[src/hw/rtl/cobs_frame_encoder_core_macros.svh]
// assertion macros for the cobs frame encoder core
`ifndef COBS_FRAME_ENCODER_CORE_MACROS_SVH
`define COBS_FRAME_ENCODER_CORE_MACROS_SVH

`ifndef SYNTH

// same-cycle implication
`define CFE_ASSERT_IMPL(label, clk, rst, ante, cons) \
   label: assert property (@(posedge clk) disable iff (rst) (ante) |-> (cons)) \
      else $error("cfe assertion failed");

// next-cycle implication
`define CFE_ASSERT_NEXT(label, clk, rst, ante, cons) \
   label: assert property (@(posedge clk) disable iff (rst) (ante) |=> (cons)) \
      else $error("cfe assertion failed");

`else

`define CFE_ASSERT_IMPL(label, clk, rst, ante, cons)
`define CFE_ASSERT_NEXT(label, clk, rst, ante, cons)

`endif

`endif

[src/hw/rtl/cfe_pkg.sv]
// types and constants shared by the cobs frame encoder core
package cfe_pkg;

   localparam int BYTE_W  = 8;
   localparam int COUNT_W = 4;
   localparam int LANES   = 8;
   localparam int LANE_W  = 3;
   localparam int LEN_W   = 9;
   localparam int ROW_BITS = BYTE_W * LANES;

   localparam logic [BYTE_W-1:0] CODE_ONE  = 8'h01;
   localparam logic [BYTE_W-1:0] BYTE_ZERO = 8'h00;

   typedef enum logic [1:0] {
      ST_IDLE,
      ST_READ,
      ST_SHOW
   } state_type;

   typedef struct packed {
      logic accept;
      logic read;
      logic advance;
   } ctrl_cmd_type;

   typedef struct packed {
      logic will_emit;
      logic last_chunk;
   } ctrl_status_type;

endpackage

[src/hw/rtl/cfe_req_if.sv]
// input channel: one raw byte per transfer
interface cfe_req_if;
   logic       valid;
   logic       ready;
   logic [7:0] data_byte;
   logic       frame_end;

   modport source (output valid, output data_byte, output frame_end, input ready);
   modport sink   (input valid, input data_byte, input frame_end, output ready);
endinterface

[src/hw/rtl/cfe_rsp_if.sv]
// result channel: up to eight encoded bytes per transfer
interface cfe_rsp_if;
   logic       valid;
   logic       ready;
   logic [7:0] out_byte_0;
   logic [7:0] out_byte_1;
   logic [7:0] out_byte_2;
   logic [7:0] out_byte_3;
   logic [7:0] out_byte_4;
   logic [7:0] out_byte_5;
   logic [7:0] out_byte_6;
   logic [7:0] out_byte_7;
   logic [3:0] byte_count;
   logic       run_last;
   logic       frame_last;

   modport source (
      output valid, output out_byte_0, output out_byte_1, output out_byte_2,
      output out_byte_3, output out_byte_4, output out_byte_5, output out_byte_6,
      output out_byte_7, output byte_count, output run_last, output frame_last,
      input ready
   );
   modport sink (
      input valid, input out_byte_0, input out_byte_1, input out_byte_2,
      input out_byte_3, input out_byte_4, input out_byte_5, input out_byte_6,
      input out_byte_7, input byte_count, input run_last, input frame_last,
      output ready
   );
endinterface

[src/hw/rtl/cfe_ctrl.sv]
// controller: accepts bytes and sequences the block drain
module cfe_ctrl (
   input  logic                     clock,
   input  logic                     reset,
   input  logic                     req_valid,
   output logic                     req_ready,
   output logic                     rsp_valid,
   input  logic                     rsp_ready,
   input  cfe_pkg::ctrl_status_type status,
   output cfe_pkg::ctrl_cmd_type    cmd
);
   import cfe_pkg::*;

`include "cobs_frame_encoder_core_macros.svh"

   state_type state_ff;
   state_type state_in;

   always_ff @(posedge clock) begin
      if (reset) begin
         state_ff <= ST_IDLE;
      end else begin
         state_ff <= state_in;
      end
   end

   always_comb begin
      state_in = state_ff;
      case (state_ff)
         ST_IDLE: begin
            if (req_valid && status.will_emit) begin
               state_in = ST_READ;
            end
         end
         ST_READ: begin
            state_in = ST_SHOW;
         end
         ST_SHOW: begin
            if (rsp_ready) begin
               state_in = status.last_chunk ? ST_IDLE : ST_READ;
            end
         end
         default: begin
            state_in = ST_IDLE;
         end
      endcase
   end

   always_comb begin
      req_ready   = 1'b0;
      rsp_valid   = 1'b0;
      cmd.accept  = 1'b0;
      cmd.read    = 1'b0;
      cmd.advance = 1'b0;
      case (state_ff)
         ST_IDLE: begin
            req_ready  = 1'b1;
            cmd.accept = req_valid;
         end
         ST_READ: begin
            cmd.read = 1'b1;
         end
         ST_SHOW: begin
            rsp_valid   = 1'b1;
            cmd.advance = rsp_ready && !status.last_chunk;
         end
         default: begin
            req_ready = 1'b0;
         end
      endcase
   end

   `CFE_ASSERT_IMPL(a_no_overlap, clock, reset, rsp_valid, !req_ready)
   `CFE_ASSERT_NEXT(a_emit_starts_read, clock, reset, cmd.accept && status.will_emit, state_ff == ST_READ)
   `CFE_ASSERT_NEXT(a_more_chunks, clock, reset, rsp_valid && rsp_ready && !status.last_chunk, state_ff == ST_READ)

endmodule

[src/hw/rtl/cfe_datapath.sv]
// datapath: run code, block store and result byte assembly
module cfe_datapath #(
   parameter int BLOCK_BYTES = 254
) (
   input  logic                          clock,
   input  logic                          reset,
   input  cfe_pkg::ctrl_cmd_type         cmd,
   output cfe_pkg::ctrl_status_type      status,
   input  logic [7:0]                    data_byte,
   input  logic                          frame_end,
   output logic [cfe_pkg::BYTE_W-1:0]    out_bytes [cfe_pkg::LANES],
   output logic [cfe_pkg::COUNT_W-1:0]   byte_count,
   output logic                          run_last,
   output logic                          frame_last
);
   import cfe_pkg::*;

`include "cobs_frame_encoder_core_macros.svh"

   localparam int ROWS  = BLOCK_BYTES / LANES + 1;
   localparam int ROW_W = (ROWS > 1) ? $clog2(ROWS) : 1;

   // row r lane j holds stream position 8r+j; position 0 is the code byte
   logic [ROW_BITS-1:0] store_mem [ROWS];
   logic [ROW_BITS-1:0] rd_data_ff;

   logic [BYTE_W-1:0] run_code_ff;
   logic [BYTE_W-1:0] run_code_in;
   logic [BYTE_W-1:0] code_ff;
   logic [BYTE_W-1:0] code_in;
   logic [LEN_W-1:0]  len_ff;
   logic [LEN_W-1:0]  len_in;
   logic              extra_ff;
   logic              extra_in;
   logic              end_ff;
   logic              end_in;
   logic [ROW_W-1:0]  chunk_ff;
   logic [ROW_W-1:0]  chunk_in;

   logic              byte_zero;
   logic              block_full;
   logic [ROW_W-1:0]  wr_row;
   logic [LANE_W-1:0] wr_lane;
   logic [LEN_W-1:0]  chunk_base;
   logic [LEN_W-1:0]  lane_pos [LANES];
   logic [LEN_W-1:0]  remain;

   assign byte_zero  = (data_byte == BYTE_ZERO);
   assign block_full = (run_code_ff == BYTE_W'(BLOCK_BYTES));
   assign wr_row     = ROW_W'(run_code_ff >> LANE_W);
   assign wr_lane    = run_code_ff[LANE_W-1:0];

   assign status.will_emit = byte_zero || block_full || frame_end;

   always_comb begin
      run_code_in = run_code_ff;
      code_in     = code_ff;
      len_in      = len_ff;
      extra_in    = extra_ff;
      end_in      = end_ff;
      chunk_in    = chunk_ff;
      if (cmd.accept) begin
         code_in  = byte_zero ? run_code_ff : run_code_ff + 8'd1;
         extra_in = byte_zero && frame_end;
         len_in   = LEN_W'(code_in) + LEN_W'(extra_in);
         end_in   = frame_end;
         chunk_in = '0;
         if (status.will_emit) begin
            run_code_in = CODE_ONE;
         end else begin
            run_code_in = run_code_ff + 8'd1;
         end
      end else if (cmd.advance) begin
         chunk_in = chunk_ff + 1'b1;
      end
   end

   always_ff @(posedge clock) begin
      if (reset) begin
         run_code_ff <= CODE_ONE;
      end else begin
         run_code_ff <= run_code_in;
      end
      code_ff  <= code_in;
      len_ff   <= len_in;
      extra_ff <= extra_in;
      end_ff   <= end_in;
      chunk_ff <= chunk_in;
   end

   always_ff @(posedge clock) begin
      if (cmd.accept && !byte_zero) begin
         store_mem[wr_row][wr_lane*BYTE_W +: BYTE_W] <= data_byte;
      end
      if (cmd.read) begin
         rd_data_ff <= store_mem[chunk_ff];
      end
   end

   assign chunk_base        = LEN_W'(chunk_ff) << LANE_W;
   assign remain            = len_ff - chunk_base;
   assign status.last_chunk = ((len_ff - 1'b1) >> LANE_W) == LEN_W'(chunk_ff);

   always_comb begin
      for (int j = 0; j < LANES; j++) begin
         lane_pos[j] = chunk_base + LEN_W'(j);
         if (lane_pos[j] == '0) begin
            out_bytes[j] = code_ff;
         end else if (lane_pos[j] < LEN_W'(code_ff)) begin
            out_bytes[j] = rd_data_ff[j*BYTE_W +: BYTE_W];
         end else if (extra_ff && lane_pos[j] == LEN_W'(code_ff)) begin
            // zero byte at frame end: trailing one-byte block
            out_bytes[j] = CODE_ONE;
         end else begin
            out_bytes[j] = BYTE_ZERO;
         end
      end
   end

   assign byte_count = status.last_chunk ? COUNT_W'(remain) : COUNT_W'(LANES);
   assign run_last   = status.last_chunk;
   assign frame_last = status.last_chunk && end_ff;

   `CFE_ASSERT_IMPL(a_run_bound, clock, reset, 1'b1, run_code_ff <= BYTE_W'(BLOCK_BYTES))
   `CFE_ASSERT_NEXT(a_code_restart, clock, reset, cmd.accept && status.will_emit, run_code_ff == CODE_ONE)
   `CFE_ASSERT_NEXT(a_chunk_restart, clock, reset, cmd.accept, chunk_ff == '0)

endmodule

[src/hw/rtl/cobs_frame_encoder_core.sv]
// a byte that closes no block is taken and gives no result
// an emitting byte: an accept, then per result a store row read and a show
// results per byte: ceil(n/8) for n encoded bytes; the single store read port sets the pace
// no byte taken while results pend; a result held in show waits until it is taken
// reset: synchronous, active high; run code back to 1, controller idle
// block store contents are not cleared, so no clearing pass follows reset
module cobs_frame_encoder_core #(
   parameter int BLOCK_BYTES = 254
) (
   input logic      clock,
   input logic      reset,
   cfe_req_if.sink  req_chan,
   cfe_rsp_if.source rsp_chan
);
   import cfe_pkg::*;

   ctrl_cmd_type    cmd;
   ctrl_status_type status;
   logic [BYTE_W-1:0] out_bytes [LANES];

   cfe_ctrl u_ctrl (
      .clock     (clock),
      .reset     (reset),
      .req_valid (req_chan.valid),
      .req_ready (req_chan.ready),
      .rsp_valid (rsp_chan.valid),
      .rsp_ready (rsp_chan.ready),
      .status    (status),
      .cmd       (cmd)
   );

   cfe_datapath #(
      .BLOCK_BYTES (BLOCK_BYTES)
   ) u_datapath (
      .clock      (clock),
      .reset      (reset),
      .cmd        (cmd),
      .status     (status),
      .data_byte  (req_chan.data_byte),
      .frame_end  (req_chan.frame_end),
      .out_bytes  (out_bytes),
      .byte_count (rsp_chan.byte_count),
      .run_last   (rsp_chan.run_last),
      .frame_last (rsp_chan.frame_last)
   );

   assign rsp_chan.out_byte_0 = out_bytes[0];
   assign rsp_chan.out_byte_1 = out_bytes[1];
   assign rsp_chan.out_byte_2 = out_bytes[2];
   assign rsp_chan.out_byte_3 = out_bytes[3];
   assign rsp_chan.out_byte_4 = out_bytes[4];
   assign rsp_chan.out_byte_5 = out_bytes[5];
   assign rsp_chan.out_byte_6 = out_bytes[6];
   assign rsp_chan.out_byte_7 = out_bytes[7];

endmodule

[src/flat_wrapper.sv]
// flat-port wrapper written by rule: the top's interface ports become plain ports
module cobs_frame_encoder_core_flat import cfe_pkg::*;
#(
   parameter int BLOCK_BYTES = 254
)
  (clock, reset, req_chan_valid, req_chan_data_byte, req_chan_frame_end, req_chan_ready, rsp_chan_valid, rsp_chan_out_byte_0, rsp_chan_out_byte_1, rsp_chan_out_byte_2, rsp_chan_out_byte_3, rsp_chan_out_byte_4, rsp_chan_out_byte_5, rsp_chan_out_byte_6, rsp_chan_out_byte_7, rsp_chan_byte_count, rsp_chan_run_last, rsp_chan_frame_last, rsp_chan_ready);
  cfe_req_if req_chan_i ();
  cfe_rsp_if rsp_chan_i ();
  input logic clock;
  input logic reset;
  input wire logic [$bits(req_chan_i.valid)-1:0] req_chan_valid;
  input wire logic [$bits(req_chan_i.data_byte)-1:0] req_chan_data_byte;
  input wire logic [$bits(req_chan_i.frame_end)-1:0] req_chan_frame_end;
  output wire logic [$bits(req_chan_i.ready)-1:0] req_chan_ready;
  output wire logic [$bits(rsp_chan_i.valid)-1:0] rsp_chan_valid;
  output wire logic [$bits(rsp_chan_i.out_byte_0)-1:0] rsp_chan_out_byte_0;
  output wire logic [$bits(rsp_chan_i.out_byte_1)-1:0] rsp_chan_out_byte_1;
  output wire logic [$bits(rsp_chan_i.out_byte_2)-1:0] rsp_chan_out_byte_2;
  output wire logic [$bits(rsp_chan_i.out_byte_3)-1:0] rsp_chan_out_byte_3;
  output wire logic [$bits(rsp_chan_i.out_byte_4)-1:0] rsp_chan_out_byte_4;
  output wire logic [$bits(rsp_chan_i.out_byte_5)-1:0] rsp_chan_out_byte_5;
  output wire logic [$bits(rsp_chan_i.out_byte_6)-1:0] rsp_chan_out_byte_6;
  output wire logic [$bits(rsp_chan_i.out_byte_7)-1:0] rsp_chan_out_byte_7;
  output wire logic [$bits(rsp_chan_i.byte_count)-1:0] rsp_chan_byte_count;
  output wire logic [$bits(rsp_chan_i.run_last)-1:0] rsp_chan_run_last;
  output wire logic [$bits(rsp_chan_i.frame_last)-1:0] rsp_chan_frame_last;
  input wire logic [$bits(rsp_chan_i.ready)-1:0] rsp_chan_ready;
  assign req_chan_i.valid = req_chan_valid;
  assign req_chan_i.data_byte = req_chan_data_byte;
  assign req_chan_i.frame_end = req_chan_frame_end;
  assign req_chan_ready = req_chan_i.ready;
  assign rsp_chan_valid = rsp_chan_i.valid;
  assign rsp_chan_out_byte_0 = rsp_chan_i.out_byte_0;
  assign rsp_chan_out_byte_1 = rsp_chan_i.out_byte_1;
  assign rsp_chan_out_byte_2 = rsp_chan_i.out_byte_2;
  assign rsp_chan_out_byte_3 = rsp_chan_i.out_byte_3;
  assign rsp_chan_out_byte_4 = rsp_chan_i.out_byte_4;
  assign rsp_chan_out_byte_5 = rsp_chan_i.out_byte_5;
  assign rsp_chan_out_byte_6 = rsp_chan_i.out_byte_6;
  assign rsp_chan_out_byte_7 = rsp_chan_i.out_byte_7;
  assign rsp_chan_byte_count = rsp_chan_i.byte_count;
  assign rsp_chan_run_last = rsp_chan_i.run_last;
  assign rsp_chan_frame_last = rsp_chan_i.frame_last;
  assign rsp_chan_i.ready = rsp_chan_ready;
  cobs_frame_encoder_core #(.BLOCK_BYTES(BLOCK_BYTES)) u_core (.clock(clock), .reset(reset), .req_chan(req_chan_i), .rsp_chan(rsp_chan_i));
endmodule
[config.mk]
export PLATFORM = sky130hd
export DESIGN_NAME = cobs_frame_encoder_core_flat
export DESIGN_NICKNAME = d
export VERILOG_FILES = /design/src/hw/rtl/cfe_pkg.sv /design/src/hw/rtl/cfe_req_if.sv /design/src/hw/rtl/cfe_rsp_if.sv /design/src/hw/rtl/cfe_ctrl.sv /design/src/hw/rtl/cfe_datapath.sv /design/src/hw/rtl/cobs_frame_encoder_core.sv /design/src/flat_wrapper.sv
export VERILOG_INCLUDE_DIRS = /design/src /design/src/hw/rtl
export SDC_FILE = /design/constraint.sdc
export NUM_CORES = 2
export LEC_CHECK = 0
export ABC_AREA = 1
export BUFFER_PORTS_ARGS = -buffer_cell sky130_fd_sc_hd__buf_2
export CORE_UTILIZATION = 60
export CTS_CLUSTER_DIAMETER = 40
export DETAILED_ROUTE_END_ITERATION = 16
export GPL_ROUTABILITY_DRIVEN = 0
export PLACE_DENSITY = 0.76
export REMOVE_ABC_BUFFERS = 1
export SYNTH_ARGS = -nofsm -noshare
export SYNTH_HDL_FRONTEND = slang
export SYNTH_SLANG_ARGS = --single-unit
export TNS_END_PERCENT = 5
[constraint.sdc]
create_clock -name clock -period 5.13 [get_ports clock]
set_clock_uncertainty 0.1 [all_clocks]
set_input_delay 0.513 -clock clock [delete_from_list [all_inputs] [get_ports clock]]
set_output_delay 0.513 -clock clock [all_outputs]
set_load 0.01 [all_outputs]
# After elaboration in Yosys (flattened, before gate mapping)
# Memories as Yosys holds them, arrays and structs flattened. A register that Yosys moved wholly into a read port is not among the register bits.
# Cells that the tools add are included.
# classes
addsub	13
mul	0
div_mod_pow	0
magnitude_cmp	8
eq_ne	14
shifts	2
muxes	38
bitwise	0
reduce_logical	28
# op_table
cell	n
$mux 8	18
$logic_not 9->1	8
$mux 64	1
$shift 8x34->64 const A	1
$shiftx 8x34->64	1
$eq 9x8->1	7
$lt 9x8->1	7
$add 8x3->9 const B	4
$neg 6->34	1
$add 8x2->9 const B	2
$mux 1	15
$logic_and 1x1->1	13
$add 8x1->9	1
$add 8x1->9 const B	1
$sub 9x1->9 const B	1
$add 8x1->8 const B	1
$eq 8x8->1	1
$eq 8x8->1 const B	1
$logic_not 8->1	1
$lt 8x8->1	1
$eq 6x5->1	1
$pmux 2 s3	1
$add 5x1->5 const B	1
$mux 2	2
9 further kinds	12
# word_totals
reg_bits	34
latch_bits	0
ram_bits	2048
rom_bits	0
in_bits	13
out_inout_bits	72
elab_cells	111
mem_count	1
# mem_list
memory	depth	word_bits	read_ports	rd_clocked_by_memory_dff	wr	line_no	rtl
u_core.u_datapath.store_mem	32	64	1	1	1	cfe_datapath.sv:24	logic [ROW_BITS-1:0] store_mem [ROWS];

# Depth between registers and ports, before layout
# logic_depth
ltp_word	6
ltp_mapped	14
ltp_nobuf	13

# Cells and area by module
# From an unflattened synthesis, not the netlist that was laid out.
# unflattened
cells_unflattened	7191
hier_area_um2	86997.2
# by_module_without_submodules
mod	instances	cells_each	area_each_um2	seq_area_each_um2
cfe_datapath	1	7169	86870.8	64251.6
cfe_ctrl	1	22	126.4	40.0

# Worst setup path after synthesis
# OpenSTA, ideal clock, no wires.
# synth_timing
kind	register to register
start	register u_core.u_datapath.run_code_ff[0]
end	memory u_core.u_datapath.store_mem[0][38] (netlist bit), data pin
setup_ns	0.540
arrival_ns	3.893
required_time_ns	4.490
path_slack_ns	0.597
path_stages_with_launch	13
path_buffers	3
period_less_slack_ns	4.533
path_cell_list	dfxtp_1 inv_2 clkbuf_1 clkbuf_1 ha_1 ha_1 inv_1 nor2_1 inv_2 nor2_1 inv_2 buf_2 nor4_1
# synth_between
elab_chain_len	2
# synth_lines
element	line_no	rtl
from (decl)	cfe_datapath.sv:27	logic [BYTE_W-1:0] run_code_ff;
from (signal assigned)	cfe_datapath.sv:82	run_code_ff <= run_code_in;
$neg 6->34	cfe_datapath.sv:93	store_mem[wr_row][wr_lane*BYTE_W +: BYTE_W] <= data_byte;
$shiftx 8x34->64	cfe_datapath.sv:93	
to (decl)	cfe_datapath.sv:24	
# Every way passes these cells.

# Final worst setup path
# layout_timing
start	register u_core.u_datapath.chunk_ff[1]
end	output port rsp_chan_out_byte_6[0]
# layout_between
elab_chain_len	6
word_cells_on_any_way	8
classes_between	add/sub (1); order compare (1); eq/ne (1); mux (3); reduce/logical (2)
# layout_lines
element	line_no	rtl
from (decl)	cfe_datapath.sv:37	logic [ROW_W-1:0] chunk_ff;
from (signal assigned)	cfe_datapath.sv:88	chunk_ff <= chunk_in;
$add 8x3->9 *	cfe_datapath.sv:106	lane_pos[j] = chunk_base + LEN_W'(j);
parallel branches: the longest is 4 deep, another holds $lt 9x8->1	-	
$mux 8 *	cfe_datapath.sv:107	if (lane_pos[j] == '0) begin
to (decl)	flat_wrapper.sv:22	output wire logic [$bits(rsp_chan_i.out_byte_6)-1:0] rsp_chan_out_byte_6;
# Mark *: on every way between the ends.

==> results.ini <==
[outcome]
status=finished clean

[timing]
slew_viol_final=0
layout_setup_ws_ns=0.265
fmax_mhz=206
rsz0062_at_grt=no
finalCriticalPeriod_ns=4.87
hold_viol_final=0
setup_viol=0
tightest_slew_ns=1.42
final.period_utilization=0.948
slew_headroom=0.0510

[drt]
dr.pass1.iters=8
antenna_left=0
wl_per_cell_um=27.0
via_count=59100
vias_per_cell=6.56
totalWireLength_mm=243
drtIter0Drc=10500
drcViolationCount=0

[power]
intPower_mw=29.5
swShare=0.232
total_power_mw=38.5
p_leak_nw=33.0
clkPwrFrac=0.437
p_switching_mw=8.94
combPwrFrac=0.058
p_seq_frac=0.505
vdd_drop_max_mv=0.322
power_density_nw_per_um2=398

[clocking]
cts_tree=built
clkLatencyLatePin_ns=0.88
cts_root_buf=clkbuf_16
clk_pin_slew_ns=0.06
clkSinkCount=2146
cts_htree_levels=4
cts_buffer_depth=3
cts_buffers=231

[cells_and_area]
finalNonFillerCells=9009
final_nets=6941
syn_to_final_growth_pct=11.8
final_layout_size_suffix_gt1_frac=0.102
final-seq-area_sq_um=64300
nFillCells=9406
final_util=0.680
multi_input_area_sq_um=19500
fin_area_sq_um=96600

[critical_path]
critPathLaunchType=register
cp_max_fo=37
path_class=register to output pin
cp-end-kind=output pin
worstPathArrival_ns=4.25
crit_required_ns=4.52

[logic_synthesis]
syn-cell-area_sq_um=86400
synth_cell_types=44
synth-edff-count=2131
synth_seq_cells=2146
syn_inst=6880
avgSynthCellArea_sq_um=12.6
yosys-top-cells-area=edfxtp_1 74%, nor2_1 7.1%, o21ai_0 6.1%
yosysWarnings=0
synth_top_cell_area_share=0.741
synth_ff_type=edfxtp_1
async_flop_share=0
synth.largest_area_cell=edfxtp_1
yosysSeqAreaShare=0.744

[die]
ios=85
die_w_um=381
initial_core_util=0.608
core_sq_um=142000
die_area_sq_um=145000
placementRows=138
die_h_um=381

[global_routing]
grt_pass1_vias=56000
grt_usage=0.330
grt.overflow.total=0
antenna_found_initial=11
grt_pass1_wl_mm=356
grt_max_degree=254

[placement]
place_ws_ns=1.24
place_inst=8567
hpwl_mm=140
port-buffer-count=84
postPlaceCellArea_sq_um=88700

[worst_hold_path]
hp-class=input port to register

[flow_run]
drv_cap=0

==> worst paths after layout <==
| path | start | to | slack [ns] | depth (start not counted) |
|---|---|---|---|---|
| max reg2reg | u_core.u_datapath.run_code_ff[0]$_SDFFE_PP1P_ | u_core.u_datapath.store_mem[26][1]$_DFFE_PP_ | 1.08 | 8 |
| min reg2reg | u_core.u_datapath.chunk_ff[0]$_SDFFE_PP0P_ | u_core.u_datapath.chunk_ff[0]$_SDFFE_PP0P_ | 0.48 | 2 |
| min | rsp_chan_ready | u_core.u_ctrl.state_ff[0]$_SDFFE_PP0P_ | 0.18 | 7 |
| max | u_core.u_datapath.chunk_ff[1]$_SDFFE_PP0P_ | rsp_chan_out_byte_6[0] | 0.26 | 9 |
==> flip-flops by register name (all words and copies together) (netlist names) <==
register and flops:
u_core.u_datapath.run_code_ff 8, u_core.u_datapath.end_ff 1, u_core.u_datapath.len_ff 9, u_core.u_datapath.rd_data_ff 64, u_core.u_datapath.chunk_ff 5, u_core.u_datapath.extra_ff 1
u_core.u_datapath.store_mem 2048, u_core.u_ctrl.state_ff 2, u_core.u_datapath.code_ff 8
==> layout by cell type, fill, tap and decap left out, types with 5 or more instances in the layout <==
master and count:
edfxtp_1 2131, nor2_1 1574, o21ai_0 1052, nand2_1 455, o22ai_1 401, clkbuf_16 231, nand3_1 169, buf_4 168
inv_1 133, o211ai_1 97, buf_2 84, o21ai_1 68, nor2_2 59, clkinv_1 42, clkbuf_1 36, a21oi_1 35
clkinv_2 31, o21bai_1 30, o221ai_1 26, bufinv_16 24, nor3_1 23, inv_6 23, a22o_1 22, a31oi_1 20
buf_12 16, nand4_1 15, ha_1 14, clkinvlp_4 14, inv_8 13, clkinv_4 13, xor2_1 11, dfxtp_1 11
nor4_2 9, inv_2 8, or2_1 6, clkinv_16 6, clkinv_8 6, diode_2 5
==> cell type report <==
class,count,share of cell area
Inverter,151,0.00610
Antenna cell,5,0.000130
Timing Repair Buffer,272,0.0211
Sequential cell,2146,0.666
Tap cell,1890,0.0245
Clock inverter,166,0.0194
Multi-Input combinational cell,4112,0.202
Clock buffer,267,0.0613
==> per-layer routing <==
layer / vias up / global-route usage / part of all wire
li1: 25200 / - / -
met1: 28600 / 0.448 / 0.36
met2: 4543 / 0.493 / 0.45
met3: 750 / 0.0933 / 0.14
met4: 12 / 0.161 / 0.050
met5: - / 0 / 0.00038
==> worst max-delay path, stage by stage, from the launching register on <==
cell and delay (ns):
dfxtp_4 0.69, ha_1 0.37, a21oi_1 0.15, inv_1 0.07
o21ai_0 0.26, nand2_1 0.39, nor2_1 0.28, clkinv_1 0.64
a21oi_1 0.35, buf_2 0.17
==> cells in the mapped netlist (2+ instances only) <==
cell and n:
edfxtp_1 2131, nor2_1 1633, o21ai_0 1052, nand2_1 455, o22ai_1 401, clkbuf_1 267
nand3_1 169, inv_1 134, buf_2 129, o211ai_1 97, o21ai_1 68, buf_4 38
a21oi_1 35, o21bai_1 30, o221ai_1 26, nor3_1 23, a22o_1 22, buf_6 22
a31oi_1 20, dfxtp_1 15, nand4_1 15, buf_1 14, ha_1 14, inv_2 13
xor2_1 11, nor4_1 10, or2_1 6, clkinv_1 4, or2_0 4, nor2_2 3
xnor2_1 3, a211oi_1 2, nand2_2 2, or2_2 2
==> power by group through the flow <==
| stage | clock, mW | sequential (mW) | combinational, mW |
|---|---|---|---|
| final | 16.8 | 19.4 | 2.24 |
| after global routing | 17.5 | 19.4 | 2.40 |
| after CTS | 16.8 | 19.4 | 2.18 |
| after detailed placement | 0 | 19.8 | 2.15 |
| after global placement | 0 | 19.8 | 2.09 |
| after floorplan | 0 | 19.9 | 1.39 |
==> repair_timing <==
item                      CTS  global route
hold buffers                4             0
setup buffers               0             0
resized for setup           0             0
hold endpoints to repair   12             0
==> per-stage QoR <==
step / setup TNS, ns / hold WS [ns]
6_report: 0 / 0.178
5_1_grt: 0 / 0.180
4_1_cts: 0 / 0.108
3_5_place_dp: 0 / 0.463
3_3_place_gp: 0 / 0.454
2_1_floorplan: -4820.38 / 0.405
==> cells by family after synthesis <==
group	after synthesis	share of synthesized area
buffers and inverters	622	0.0326
AOI/OAI and AO/OA	1758	0.114
adders and majority gates	14	0.00203
xor gates and xnor gates	14	0.00142
and+or+nand+nor	2326	0.105
DFF	2146	0.744
No activity file was read; power rests on OpenSTA's default activity.
